### src/rtl/core/urm_pkg.sv
`timescale 1ns / 1ps

package urm_pkg;

    localparam logic [7:0] HDR_WRITE  = 8'hA8;
    localparam logic [7:0] HDR_READ   = 8'h58;
    localparam logic [7:0] UNLOCK_REG = 8'h1A;
    localparam logic [7:0] UNLOCK_KEY = 8'h55;
    // ~(A8 + 1A + 55 + 00 + 00)
    localparam logic [7:0] UNLOCK_CS  = ~(HDR_WRITE + UNLOCK_REG + UNLOCK_KEY);

    localparam logic [15:0] TIMEOUT_RESET = 16'd100;

    localparam logic [1:0] OP_READ  = 2'd0;
    localparam logic [1:0] OP_WRITE = 2'd1;
    localparam logic [1:0] OP_RXB   = 2'd2;
    localparam logic [1:0] OP_TICK  = 2'd3;

    localparam logic [1:0] KIND_TX   = 2'd0;
    localparam logic [1:0] KIND_DONE = 2'd1;
    localparam logic [1:0] KIND_FAIL = 2'd2;

    localparam logic ERR_TIMEOUT  = 1'b0;
    localparam logic ERR_CHECKSUM = 1'b1;

    localparam int unsigned IN_DATA_W  = 40;
    localparam int unsigned OUT_DATA_W = 40;

    typedef enum logic [1:0] {
        JOB_READ,
        JOB_WRITE,
        JOB_DONE,
        JOB_FAIL
    } job_kind_t;

    // aux: write frame checksum for JOB_WRITE, error code in bit 0 for JOB_FAIL
    typedef struct packed {
        job_kind_t   kind;
        logic [7:0]  addr;
        logic [23:0] data;
        logic [7:0]  aux;
    } job_t;

endpackage

### src/rtl/core/urm_front.sv
`timescale 1ns / 1ps

module urm_front (
    input  logic                 aclk,
    input  logic                 aresetn,
    input  logic                 cfg_we,
    input  logic [15:0]          cfg_wdata,
    input  logic                 in_accept,
    input  logic [1:0]           in_op,
    input  logic [7:0]           in_addr,
    input  logic [23:0]          in_value,
    input  logic [7:0]           in_rx,
    output logic                 job_push,
    output urm_pkg::job_t        job
);

    logic [15:0] timeout_reg;
    logic        pending_reg,   pending_next;
    logic [7:0]  addr_reg,      addr_next;
    logic [1:0]  count_reg,     count_next;
    logic [7:0]  byte0_reg,     byte0_next;
    logic [7:0]  byte1_reg,     byte1_next;
    logic [7:0]  byte2_reg,     byte2_next;
    logic [15:0] wait_reg,      wait_next;

    logic [7:0]  reply_cs;
    logic [7:0]  write_cs;
    logic [7:0]  check_byte;
    logic        finish;

    assign reply_cs = ~(urm_pkg::HDR_READ + addr_reg + byte0_reg + byte1_reg + byte2_reg);
    assign write_cs = ~(urm_pkg::HDR_WRITE + in_addr + in_value[7:0]
                        + in_value[15:8] + in_value[23:16]);

    always_comb begin
        pending_next = pending_reg;
        addr_next    = addr_reg;
        count_next   = count_reg;
        byte0_next   = byte0_reg;
        byte1_next   = byte1_reg;
        byte2_next   = byte2_reg;
        wait_next    = wait_reg;
        job_push     = 1'b0;
        job.kind     = urm_pkg::JOB_READ;
        job.addr     = in_addr;
        job.data     = in_value;
        job.aux      = write_cs;
        finish       = 1'b0;
        check_byte   = 8'h00;

        if (in_accept) begin
            unique case (in_op)
                urm_pkg::OP_READ, urm_pkg::OP_WRITE: begin
                    pending_next = (in_op == urm_pkg::OP_READ);
                    if (in_op == urm_pkg::OP_READ) begin
                        addr_next = in_addr;
                    end
                    count_next = 2'd0;
                    byte0_next = 8'h00;
                    byte1_next = 8'h00;
                    byte2_next = 8'h00;
                    wait_next  = 16'd0;
                    job_push   = 1'b1;
                    job.kind   = (in_op == urm_pkg::OP_READ) ? urm_pkg::JOB_READ
                                                               : urm_pkg::JOB_WRITE;
                end
                urm_pkg::OP_RXB: begin
                    if (pending_reg) begin
                        unique case (count_reg)
                            2'd0: byte0_next = in_rx;
                            2'd1: byte1_next = in_rx;
                            2'd2: byte2_next = in_rx;
                            default: begin
                                finish     = 1'b1;
                                check_byte = in_rx;
                            end
                        endcase
                        count_next = count_reg + 2'd1;
                    end
                end
                default: begin
                    if (pending_reg) begin
                        if (wait_reg >= timeout_reg) begin
                            if (count_reg == 2'd0) begin
                                job_push = 1'b1;
                                job.kind = urm_pkg::JOB_FAIL;
                                job.aux  = {7'd0, urm_pkg::ERR_TIMEOUT};
                            end else begin
                                finish = 1'b1;
                            end
                        end else begin
                            wait_next = wait_reg + 16'd1;
                        end
                    end
                end
            endcase

            if (finish) begin
                job_push = 1'b1;
                if (reply_cs == check_byte) begin
                    job.kind = urm_pkg::JOB_DONE;
                    job.data = {byte2_reg, byte1_reg, byte0_reg};
                end else begin
                    job.kind = urm_pkg::JOB_FAIL;
                    job.aux  = {7'd0, urm_pkg::ERR_CHECKSUM};
                end
            end

            if (job_push && (job.kind == urm_pkg::JOB_DONE || job.kind == urm_pkg::JOB_FAIL))
            begin
                pending_next = 1'b0;
                count_next   = 2'd0;
                byte0_next   = 8'h00;
                byte1_next   = 8'h00;
                byte2_next   = 8'h00;
                wait_next    = 16'd0;
            end
        end
    end

    always_ff @(posedge aclk) begin
        if (!aresetn) begin
            timeout_reg <= urm_pkg::TIMEOUT_RESET;
            pending_reg <= 1'b0;
            addr_reg    <= 8'h00;
            count_reg   <= 2'd0;
            byte0_reg   <= 8'h00;
            byte1_reg   <= 8'h00;
            byte2_reg   <= 8'h00;
            wait_reg    <= 16'd0;
        end else begin
            if (cfg_we) begin
                timeout_reg <= cfg_wdata;
            end
            pending_reg <= pending_next;
            addr_reg    <= addr_next;
            count_reg   <= count_next;
            byte0_reg   <= byte0_next;
            byte1_reg   <= byte1_next;
            byte2_reg   <= byte2_next;
            wait_reg    <= wait_next;
        end
    end

endmodule

### src/rtl/core/urm_queue.sv
`timescale 1ns / 1ps

module urm_queue #(
    parameter int unsigned DEPTH = 4
) (
    input  logic           aclk,
    input  logic           aresetn,
    input  logic           push,
    input  urm_pkg::job_t  push_job,
    input  logic           pop,
    output logic           full,
    output logic           head_valid,
    output urm_pkg::job_t  head_job
);

    localparam int unsigned AW = $clog2(DEPTH);
    localparam int unsigned CW = $clog2(DEPTH + 1);

    urm_pkg::job_t  slot_reg [DEPTH];
    logic [AW-1:0]  wr_ptr_reg, rd_ptr_reg;
    logic [CW-1:0]  count_reg;
    logic           do_push, do_pop;

    assign full       = (count_reg == CW'(DEPTH));
    assign head_valid = (count_reg != '0);
    assign head_job   = slot_reg[rd_ptr_reg];
    assign do_push    = push && !full;
    assign do_pop     = pop && head_valid;

    always_ff @(posedge aclk) begin
        if (do_push) begin
            slot_reg[wr_ptr_reg] <= push_job;
        end
    end

    always_ff @(posedge aclk) begin
        if (!aresetn) begin
            wr_ptr_reg <= '0;
            rd_ptr_reg <= '0;
            count_reg  <= '0;
        end else begin
            if (do_push) begin
                wr_ptr_reg <= (wr_ptr_reg == AW'(DEPTH - 1)) ? '0 : wr_ptr_reg + AW'(1);
            end
            if (do_pop) begin
                rd_ptr_reg <= (rd_ptr_reg == AW'(DEPTH - 1)) ? '0 : rd_ptr_reg + AW'(1);
            end
            if (do_push && !do_pop) begin
                count_reg <= count_reg + CW'(1);
            end else if (do_pop && !do_push) begin
                count_reg <= count_reg - CW'(1);
            end
        end
    end

endmodule

### src/rtl/core/urm_back.sv
`timescale 1ns / 1ps

module urm_back (
    input  logic                            aclk,
    input  logic                            aresetn,
    input  logic                            head_valid,
    input  urm_pkg::job_t                   head_job,
    output logic                            pop,
    output logic                            m_tvalid,
    input  logic                            m_tready,
    output logic [urm_pkg::OUT_DATA_W-1:0]  m_tdata,
    output logic [1:0]                      m_tuser,
    output logic                            m_tlast
);

    logic [3:0]  step_reg;
    logic        valid_reg;
    logic [1:0]  kind_reg;
    logic [7:0]  tx_reg;
    logic [23:0] value_reg;
    logic        err_reg;
    logic        last_reg;

    logic        load;
    logic [3:0]  last_step;
    logic [1:0]  kind_c;
    logic [7:0]  tx_c;
    logic [23:0] value_c;
    logic        err_c;

    assign load = head_valid && (!valid_reg || m_tready);

    always_comb begin
        kind_c    = urm_pkg::KIND_TX;
        tx_c      = 8'h00;
        value_c   = 24'd0;
        err_c     = 1'b0;
        last_step = 4'd0;
        unique case (head_job.kind)
            urm_pkg::JOB_READ: begin
                last_step = 4'd1;
                tx_c = (step_reg == 4'd0) ? urm_pkg::HDR_READ : head_job.addr;
            end
            urm_pkg::JOB_WRITE: begin
                last_step = 4'd11;
                unique case (step_reg)
                    4'd0:    tx_c = urm_pkg::HDR_WRITE;
                    4'd1:    tx_c = urm_pkg::UNLOCK_REG;
                    4'd2:    tx_c = urm_pkg::UNLOCK_KEY;
                    4'd3:    tx_c = 8'h00;
                    4'd4:    tx_c = 8'h00;
                    4'd5:    tx_c = urm_pkg::UNLOCK_CS;
                    4'd6:    tx_c = urm_pkg::HDR_WRITE;
                    4'd7:    tx_c = head_job.addr;
                    4'd8:    tx_c = head_job.data[7:0];
                    4'd9:    tx_c = head_job.data[15:8];
                    4'd10:   tx_c = head_job.data[23:16];
                    default: tx_c = head_job.aux;
                endcase
            end
            urm_pkg::JOB_DONE: begin
                kind_c  = urm_pkg::KIND_DONE;
                value_c = head_job.data;
            end
            default: begin
                kind_c = urm_pkg::KIND_FAIL;
                err_c  = head_job.aux[0];
            end
        endcase
    end

    assign pop = load && (step_reg == last_step);

    always_ff @(posedge aclk) begin
        if (!aresetn) begin
            step_reg  <= 4'd0;
            valid_reg <= 1'b0;
        end else begin
            if (load) begin
                valid_reg <= 1'b1;
                step_reg  <= (step_reg == last_step) ? 4'd0 : step_reg + 4'd1;
            end else if (m_tready) begin
                valid_reg <= 1'b0;
            end
        end
    end

    always_ff @(posedge aclk) begin
        if (load) begin
            kind_reg  <= kind_c;
            tx_reg    <= tx_c;
            value_reg <= value_c;
            err_reg   <= err_c;
            last_reg  <= (step_reg == last_step);
        end
    end

    assign m_tvalid = valid_reg;
    assign m_tuser  = kind_reg;
    assign m_tlast  = last_reg;
    assign m_tdata  = {7'd0, err_reg, value_reg, tx_reg};

endmodule

### src/rtl/core/uart_register_access_master.sv
`timescale 1ns / 1ps
// Host-side register access master for a byte-serial metering protocol.
// Slave channel: one transaction per command. s_tuser = operation (read, write,
// received byte, tick); s_tdata carries address, write value and received byte.
// Master channel: one transaction per result. m_tuser = kind (byte to transmit,
// read completed, read failed); m_tlast marks the final result of a command.
// A write produces 12 frame bytes (unlock frame, then write frame), a read
// start produces 2, and a finished, failed or timed-out read produces 1.
// With the queue empty, a command's job is written into the job queue and
// then loaded into the output register, which raises m_tvalid.
// The front end takes one transaction per cycle while the job queue
// (QUEUE_DEPTH entries) has room; the back end emits one result per cycle
// while the receiver does not stall the output.
// When the receiver stalls, the output register holds, the queue fills and
// s_tready drops, which also holds off received bytes and ticks.
// Reset (aresetn low, synchronous) empties the queue and output, drops any
// pending read and sets timeout_ticks back to 100. cfg_we writes timeout_ticks.
module uart_register_access_master #(
    parameter int unsigned QUEUE_DEPTH = 4
) (
    input  logic                            aclk,
    input  logic                            aresetn,
    input  logic                            cfg_we,
    input  logic [15:0]                     cfg_wdata,     // timeout_ticks
    input  logic                            s_tvalid,
    output logic                            s_tready,
    input  logic [urm_pkg::IN_DATA_W-1:0]   s_tdata,       // reg_address, write_value, rx_byte
    input  logic [1:0]                      s_tuser,       // operation
    output logic                            m_tvalid,
    input  logic                            m_tready,
    output logic [urm_pkg::OUT_DATA_W-1:0]  m_tdata,       // tx_byte, read_value, error_code, pad
    output logic [1:0]                      m_tuser,       // kind
    output logic                            m_tlast
);

    logic          full;
    logic          job_push;
    urm_pkg::job_t job;
    logic          head_valid;
    urm_pkg::job_t head_job;
    logic          pop;

    assign s_tready = !full;

    urm_front u_front (
        .aclk      (aclk),
        .aresetn   (aresetn),
        .cfg_we    (cfg_we),
        .cfg_wdata (cfg_wdata),
        .in_accept (s_tvalid && s_tready),
        .in_op     (s_tuser),
        .in_addr   (s_tdata[7:0]),
        .in_value  (s_tdata[31:8]),
        .in_rx     (s_tdata[39:32]),
        .job_push  (job_push),
        .job       (job)
    );

    urm_queue #(
        .DEPTH (QUEUE_DEPTH)
    ) u_queue (
        .aclk       (aclk),
        .aresetn    (aresetn),
        .push       (job_push),
        .push_job   (job),
        .pop        (pop),
        .full       (full),
        .head_valid (head_valid),
        .head_job   (head_job)
    );

    urm_back u_back (
        .aclk       (aclk),
        .aresetn    (aresetn),
        .head_valid (head_valid),
        .head_job   (head_job),
        .pop        (pop),
        .m_tvalid   (m_tvalid),
        .m_tready   (m_tready),
        .m_tdata    (m_tdata),
        .m_tuser    (m_tuser),
        .m_tlast    (m_tlast)
    );

endmodule

### config.mk
export PLATFORM = sky130hd
export DESIGN_NAME = uart_register_access_master
export DESIGN_NICKNAME = d
export VERILOG_FILES = /design/src/rtl/core/urm_pkg.sv /design/src/rtl/core/urm_front.sv /design/src/rtl/core/urm_queue.sv /design/src/rtl/core/urm_back.sv /design/src/rtl/core/uart_register_access_master.sv
export SDC_FILE = /design/constraint.sdc
export NUM_CORES = 1
export LEC_CHECK = 0
export ABC_AREA = 0
export BUFFER_PORTS_ARGS = -buffer_cell sky130_fd_sc_hd__buf_2
export CORE_ASPECT_RATIO = 1.5
export CORE_MARGIN = 5
export CORE_UTILIZATION = 55
export CTS_CLUSTER_SIZE = 14
export DETAILED_ROUTE_END_ITERATION = 10
export GPL_TIMING_DRIVEN = 1
export HOLD_SLACK_MARGIN = 0.15
export PLACE_DENSITY = 0.75
export RECOVER_POWER = 25
export SYNTH_ARGS = -nofsm -noshare
export SYNTH_HDL_FRONTEND = slang
export SYNTH_SLANG_ARGS = --single-unit
### constraint.sdc
create_clock -name aclk -period 4.9 [get_ports aclk]
set_input_delay 0.245 -clock aclk [delete_from_list [all_inputs] [get_ports aclk]]
set_output_delay 0.245 -clock aclk [all_outputs]
set_load 0.03 [all_outputs]
# [After elaboration in Yosys (flattened, before gate mapping)]
# Memories as Yosys holds them, arrays and structs flattened. A register that Yosys moved wholly into a read port is not among the register bits.
# Cells that the tools add are included.
[totals] ramBits=168 output_inout_bits=45 inputBits=63 elab_cells=176 memories=1 regBits=115
[mem_list] name="u_queue.slot_reg" depth=4 word_bits=42 rd=1 rd_clocked_by_memory_dff=1 wr=1 line_no="urm_queue.sv:19" rtl="urm_pkg::job_t slot_reg [DEPTH];"
[op_classes] bitwise_logic=2 reduce_logical=38 n_addsub=15 muxes=72 eq_ne=29 n_lt_le_gt_ge=1
[ops] cell="8-bit two-way mux" n=19
[ops] cell="8-bit case mux with 9 select lines" n=1
[ops] cell="32-bit two-way mux" n=2
[ops] cell="8-bit case mux with 2 select lines" n=4
[ops] cell="8-bit adder" n=6
[ops] cell="16-bit two-way mux" n=3
[ops] cell="16-bit case mux with 2 select lines" n=1
[ops] cell="2-bit two-way mux" n=12
[ops] cell="24-bit two-way mux" n=1
[ops] cell="1-bit two-way mux" n=20
[ops] cell="16-bit by 1-bit adder with 16-bit output, second input constant" n=1
[ops] cell="4-bit by 3-bit == test with 1-bit output, second input constant" n=4
[ops] cell="16-bit greater-or-equal comparator" n=1
[ops] cell="8-bit NOT" n=2
[ops] cell="4-bit AND reduction" n=4
[ops] cell="2-bit == test, second input constant" n=7
[ops] cell="4-bit == test, second input constant" n=3
[ops] cell="2-bit case mux with 2 select lines" n=3
[ops] cell="3-bit nonzero test" n=3
[ops] cell="3-bit OR reduction" n=3
[ops] cell="7-bit by 8-bit adder with 8-bit output, first input constant" n=1
[ops] cell="8-bit adder, first input constant" n=1
[ops] cell="4-bit by 2-bit == test with 1-bit output, second input constant" n=2
[ops] cell="8-bit == test" n=1
[ops] cell="other kinds (25)" n=52

# [Longest topological paths before layout]
[depth] ltp_word=15 mapped_depth=15 mapped_depth_nobuf=14

# [Hierarchy]
# From an unflattened synthesis, not the netlist that was laid out.
[hier_totals] cells_unflattened=1034 hier_area_um2=14020.9
[by_module_without_submodules] module="urm_queue" cells_per_inst=271 seq_area_each_um2=5225.0 area_per_inst_um2=6595.1 instances=1
[by_module_without_submodules] module="urm_front" cells_per_inst=569 seq_area_each_um2=1341.3 area_per_inst_um2=5245.0 instances=1
[by_module_without_submodules] module="urm_back" cells_per_inst=192 seq_area_each_um2=1181.1 area_per_inst_um2=2170.8 instances=1
[by_module_without_submodules] module="uart_register_access_master" cells_per_inst=2 seq_area_each_um2=0.0 area_per_inst_um2=10.0 instances=1

# [Least setup slack after synthesis]
# No wires, ideal clock.
[synth_timing] kind="register to register" startpoint="register u_front.timeout_reg[14]" endpoint="memory u_queue.slot_reg[0][0] in the netlist's numbering, enable pin" path_slack_ps=645 t_required_ps=4453 synth_period_minus_slack_ps=4255 path_stages_with_launch=10 setup_time_ps=447 path_buffers=1 arrival_time_ps=3808 path_cell_list="dfxtp_1 -> inv_1 -> ha_1 -> nand4_1 -> or3_1 -> o32a_1 -> buf_6 -> a21boi_0 -> nor2_1 -> nor2b_1"
[synth_via] elab_chain_cells=11 elab_cells_between_ends=14 classes_between="order compare: 1; mux: 12; reduce/logical: 1"
[synth_rtl] element="start: declaration" line_no="urm_front.sv:17" rtl="logic [15:0] timeout_reg;"
[synth_rtl] element="start signal: assignment" line_no="urm_front.sv:123" rtl="timeout_reg <= urm_pkg::TIMEOUT_RESET;"
[synth_rtl] element="start signal: assignment" line_no="urm_front.sv:133" rtl="timeout_reg <= cfg_wdata;"
[synth_rtl] element="16-bit greater-or-equal comparator (*)" line_no="urm_front.sv:83" rtl="if (wait_reg >= timeout_reg) begin"
[synth_rtl] element="1-bit two-way mux" line_no="urm_front.sv:83"
[synth_rtl] element="1-bit two-way mux" line_no="urm_front.sv:82" rtl="if (pending_reg) begin"
[synth_rtl] element="1-bit case mux with 2 select lines" line_no="urm_front.sv:52" rtl="unique case (in_op)"
[synth_rtl] element="1-bit two-way mux" line_no="urm_front.sv:51" rtl="if (in_accept) begin"
[synth_rtl] element="1-bit two-way mux (*)" line_no="urm_front.sv:98" rtl="if (finish) begin"
[synth_rtl] element="1-bit two-way mux (*) (2 in series)" line_no="urm_front.sv:51"
[synth_rtl] element="1-bit logical AND (*)" line_no="urm_queue.sv:27" rtl="assign do_push = push && !full;"
[synth_rtl] element="1-bit two-way mux (*)" line_no="urm_queue.sv:31" rtl="if (do_push) begin"
[synth_rtl] element="1-bit two-way mux (implied by the code) (*)" line_no="urm_queue.sv:32" rtl="slot_reg[wr_ptr_reg] <= push_job;"
[synth_rtl] element="end: declaration" line_no="urm_queue.sv:19"
# Every way passes the cells marked *; elsewhere a longest branch is shown, timed or not. The select of a mux whose other input is x is not followed.

==> impl_metrics.yaml <==
timing:
  fin_crit_ns: 4.66
  fin_ws_ns: 0.242
  finalClockSkew_ns: 0.0163
  post-route-period-util_pct: 95.1
  worstMarginPinSlew_ns: 1.91
  setup_tns_ns: 0
  max_freq_mhz: 215
  timing_hold_violations_final: 0
  slew_headroom_pct: -27.5
  setup_viol: 0
  rsz0062_at_grt: "no"
  slew_violations: 41
logic_synthesis:
  synth_top_flop_cell: "edfxtp_1"
  yosysTopAreaCell: "edfxtp_1"
  ys_seq_elements: 285
  synth_top_area_share_pct: 44.3
  synth.area.top_cells: "edfxtp_1, dfxtp_1, mux4_2"
  synth_area_um2: 13800
  ys_types: 76
  ys_warn_count: 0
  netlist_instances: 1024
  syn_area_per_cell_um2: 13.5
  synth.yosys.seq_area_share_pct: 56.0
  async_flop_share_pct: 0
  synth_edf_count: 204
cells_and_area:
  seq_area_um2: 7750
  largest_reg_flops: 168
  drive_gt1_share_pct: 15.1
  final_cell_count_no_fill: 1531
  multi_input_area_um2: 5570
  syn_to_final_growth_pct: 15.7
  nFillCells: 1837
  antenna_cells: 0
  finish.net_count: 1330
routing:
  routed_wl_mm: 32.3
  ant_nets: 0
  vias: 8914
  first_iter_violations: 481
  wl_per_cell_um: 21.1
  drcViolationCount: 0
  via_per_inst: 5.82
  firstDrtPassIters: 5
critical_path:
  crit_slowest_cell: "fa_1"
  slowest_delay_ns: 0.55
  path_cells: "fa_1 > inv_1 > fa_1 > inv_1 > ha_1 > ha_1 > fa_1 > xor2_1 > xor2_1 > nand4b_1 > a211oi_2 > o2111ai_4 > buf_12 > mux2_4"
  rr_endpoint: "u_queue.slot_reg[1][14]$_DFFE_PP_"
  endpoint_kind: "register"
  path_class: "register to register"
  regToRegSetupSlack_ns: 0.24
  arrival_ns: 4.94
  worstRegToRegCells: 14
  crit_top_cell: "fa_1"
  r2r-start: "u_front.byte2_reg[2]$_SDFFE_PN0P_"
  cp_max_fo: 15
  start_kind: "register"
  required_ns: 5.18
die:
  ios: 108
  dieHeight_um: 204
  die-width_um: 140
  die-area_um2: 28500
  rows: 71
  fp.coreArea_um2: 25000
  initial_core_util_pct: 55.4
pwr:
  power_uw: 7090
  power_per_cell_area_nw_per_um2: 443
  peakVddDrop_v: 0.000317
  leakage_uw: 0.00597
clock_tree:
  cts.clk_slew.worst_paths_ns: 0.07
  cts_buffers: 26
  cts_tree: "yes"
  post_cts_buffers: 0
  cts_max_level: 1
  clockRootBuffer: "clkbuf_16"
  clock_latency_ns: 0.54
  cts-resized-gates: 0
  ctsHoldBuffers: 53
  clockBufferDepth: 3
  clock-sinks: 285
worst_hold_path:
  holdCritPathClass: "primary input to register"
  hold-path-cell-count: 2
  min_to: "u_queue.slot_reg[1][8]$_DFFE_PP_"
  hp-start: "s_tdata[8]"
global_routing:
  grt-ovfl-total: 0
  grt_use_total_pct: 23.2
  grt_pass1_vias: 9289
  grt_pass1_wl_mm: 51.6
  antenna_found_initial: 0
  grt_max_degree: 41
placement:
  gp_congestion: 0.892
  dp.cells: 1430
  dp_slack_ns: 0.255
  place_hpwl_mm: 23.7
  portBuffers: 100
status:
  status: "finished, violations left"
  violations: "capacitance limit, slew limit"
flow_run:
  maxCapViolCount: 1
cells in the final DEF (no fill, tap or decap), drive strengths merged, types with 5 or more instances in the layout:
cell type and count:
nand2b 5, clkbuf 93, conb 7, xor2 10, a31oi 13, ha 55
inv 93, nand3 19, a221o 5, fa 29, a32o 24, and2 37
a22o 6, a211oi 10, xnor2 15, mux2 23, nor2 54, o211ai 7
nand4 5, nor3 13, and3 8, mux2i 25, o21ai 29, o21bai 5
nand2 48, buf 67, a21oi 29, mux4 42, or3 9, dfxtp 81
nor2b 12, edfxtp 204, dlygate4sd3 53
metal layers:
metal / part of all wire (%) / GRT usage [%]
met5: 0 / 0
met2: 53 / 42.2
met3: 6.2 / 3.42
met1: 36 / 26.7
met4: 4.9 / 11.1
metrics by stage:
step	cell area [um2]	util, %	hold WS [ns]
2_1_floorplan	13900	-	0.344
3_3_place_gp	14700	59.0	0.469
3_5_place_dp	14700	59.0	0.475
4_1_cts	16100	64.5	0.151
5_1_grt	16000	64.2	0.168
6_report	16000	64.2	0.183
Yosys cell counts, types with 5 or more instances:
cell,instances
edfxtp_1,204
inv_1,92
dfxtp_1,81
ha_1,55
nor2_1,54
nand2_1,48
mux4_2,42
and2_1,37
a21oi_1,29
fa_1,29
mux2i_1,25
o21ai_0,25
a32o_1,24
clkbuf_1,22
mux2_4,19
nand3_1,19
xnor2_1,15
a31oi_1,13
nor3_1,13
nor2b_1,12
xor2_1,10
or3_1,9
and3_1,8
buf_4,8
a211oi_1,7
buf_1,7
o211ai_1,7
a22o_1,6
a221o_1,5
buf_2,5
nand2b_1,5
nand4_1,5
o21bai_1,5
logic make-up after synthesis:
| kind of cell | count (synthesis) | synth area share, % |
|---|---|---|
| flip-flops | 285 | 56.0 |
| AND/OR/NAND/NOR | 226 | 8.35 |
| AO/OA/AOI/OAI | 172 | 9.28 |
| buffers and inverters | 139 | 4.25 |
| multiplexers | 90 | 11.0 |
| adder cells (fa/ha/maj) | 84 | 9.17 |
| XOR/XNOR | 27 | 1.91 |
| other | 1 | 0.0271 |
cell type report:
cell class	count	area share (%)
Clock inverter	6	0.367
Tap cell	328	2.56
Sequential cell	285	48.4
Multi-Input combinational cell	606	34.8
Inverter	93	2.18
Clock buffer	42	4.83
Timing Repair Buffer	171	6.91
power breakdown:
| group | internal [uW] | switching (uW) | total [uW] |
|---|---|---|---|
| registers | 3010 | 103 | 3110 |
| clock network | 1130 | 852 | 1980 |
| logic | 704 | 1290 | 2000 |
critical path, delay by kind of cell, from the launching register on:
kind	cells	cell delay, ns
adder cells (fa/ha/maj)	5	1.99
buffers and inverters	3	0.39
XOR/XNOR	2	0.44
AND/OR/NAND/NOR	1	0.13
flip-flops	1	0.34
AO/OA/AOI/OAI	2	0.77
multiplexers	1	0.33
worst max-delay path by stage:
stage	start	endpoint	cells past startpoint
final	u_front.byte2_reg[2]$_SDFFE_PN0P_	u_queue.slot_reg[1][14]$_DFFE_PP_	14
after global routing	u_front.byte2_reg[2]$_SDFFE_PN0P_	u_queue.slot_reg[3][11]$_DFFE_PP_	14
after CTS	u_front.byte2_reg[2]$_SDFFE_PN0P_	u_queue.slot_reg[1][14]$_DFFE_PP_	14
after detailed placement	u_front.byte2_reg[2]$_SDFFE_PN0P_	u_queue.slot_reg[2][22]$_DFFE_PP_	14
after global placement	u_front.byte2_reg[2]$_SDFFE_PN0P_	u_queue.slot_reg[0][30]$_DFFE_PP_	14
after floorplan	u_front.timeout_reg[14]$_SDFFE_PN0P_	u_queue.slot_reg[0][0]$_DFFE_PP_	9
(Power assumes the default switching activity.)
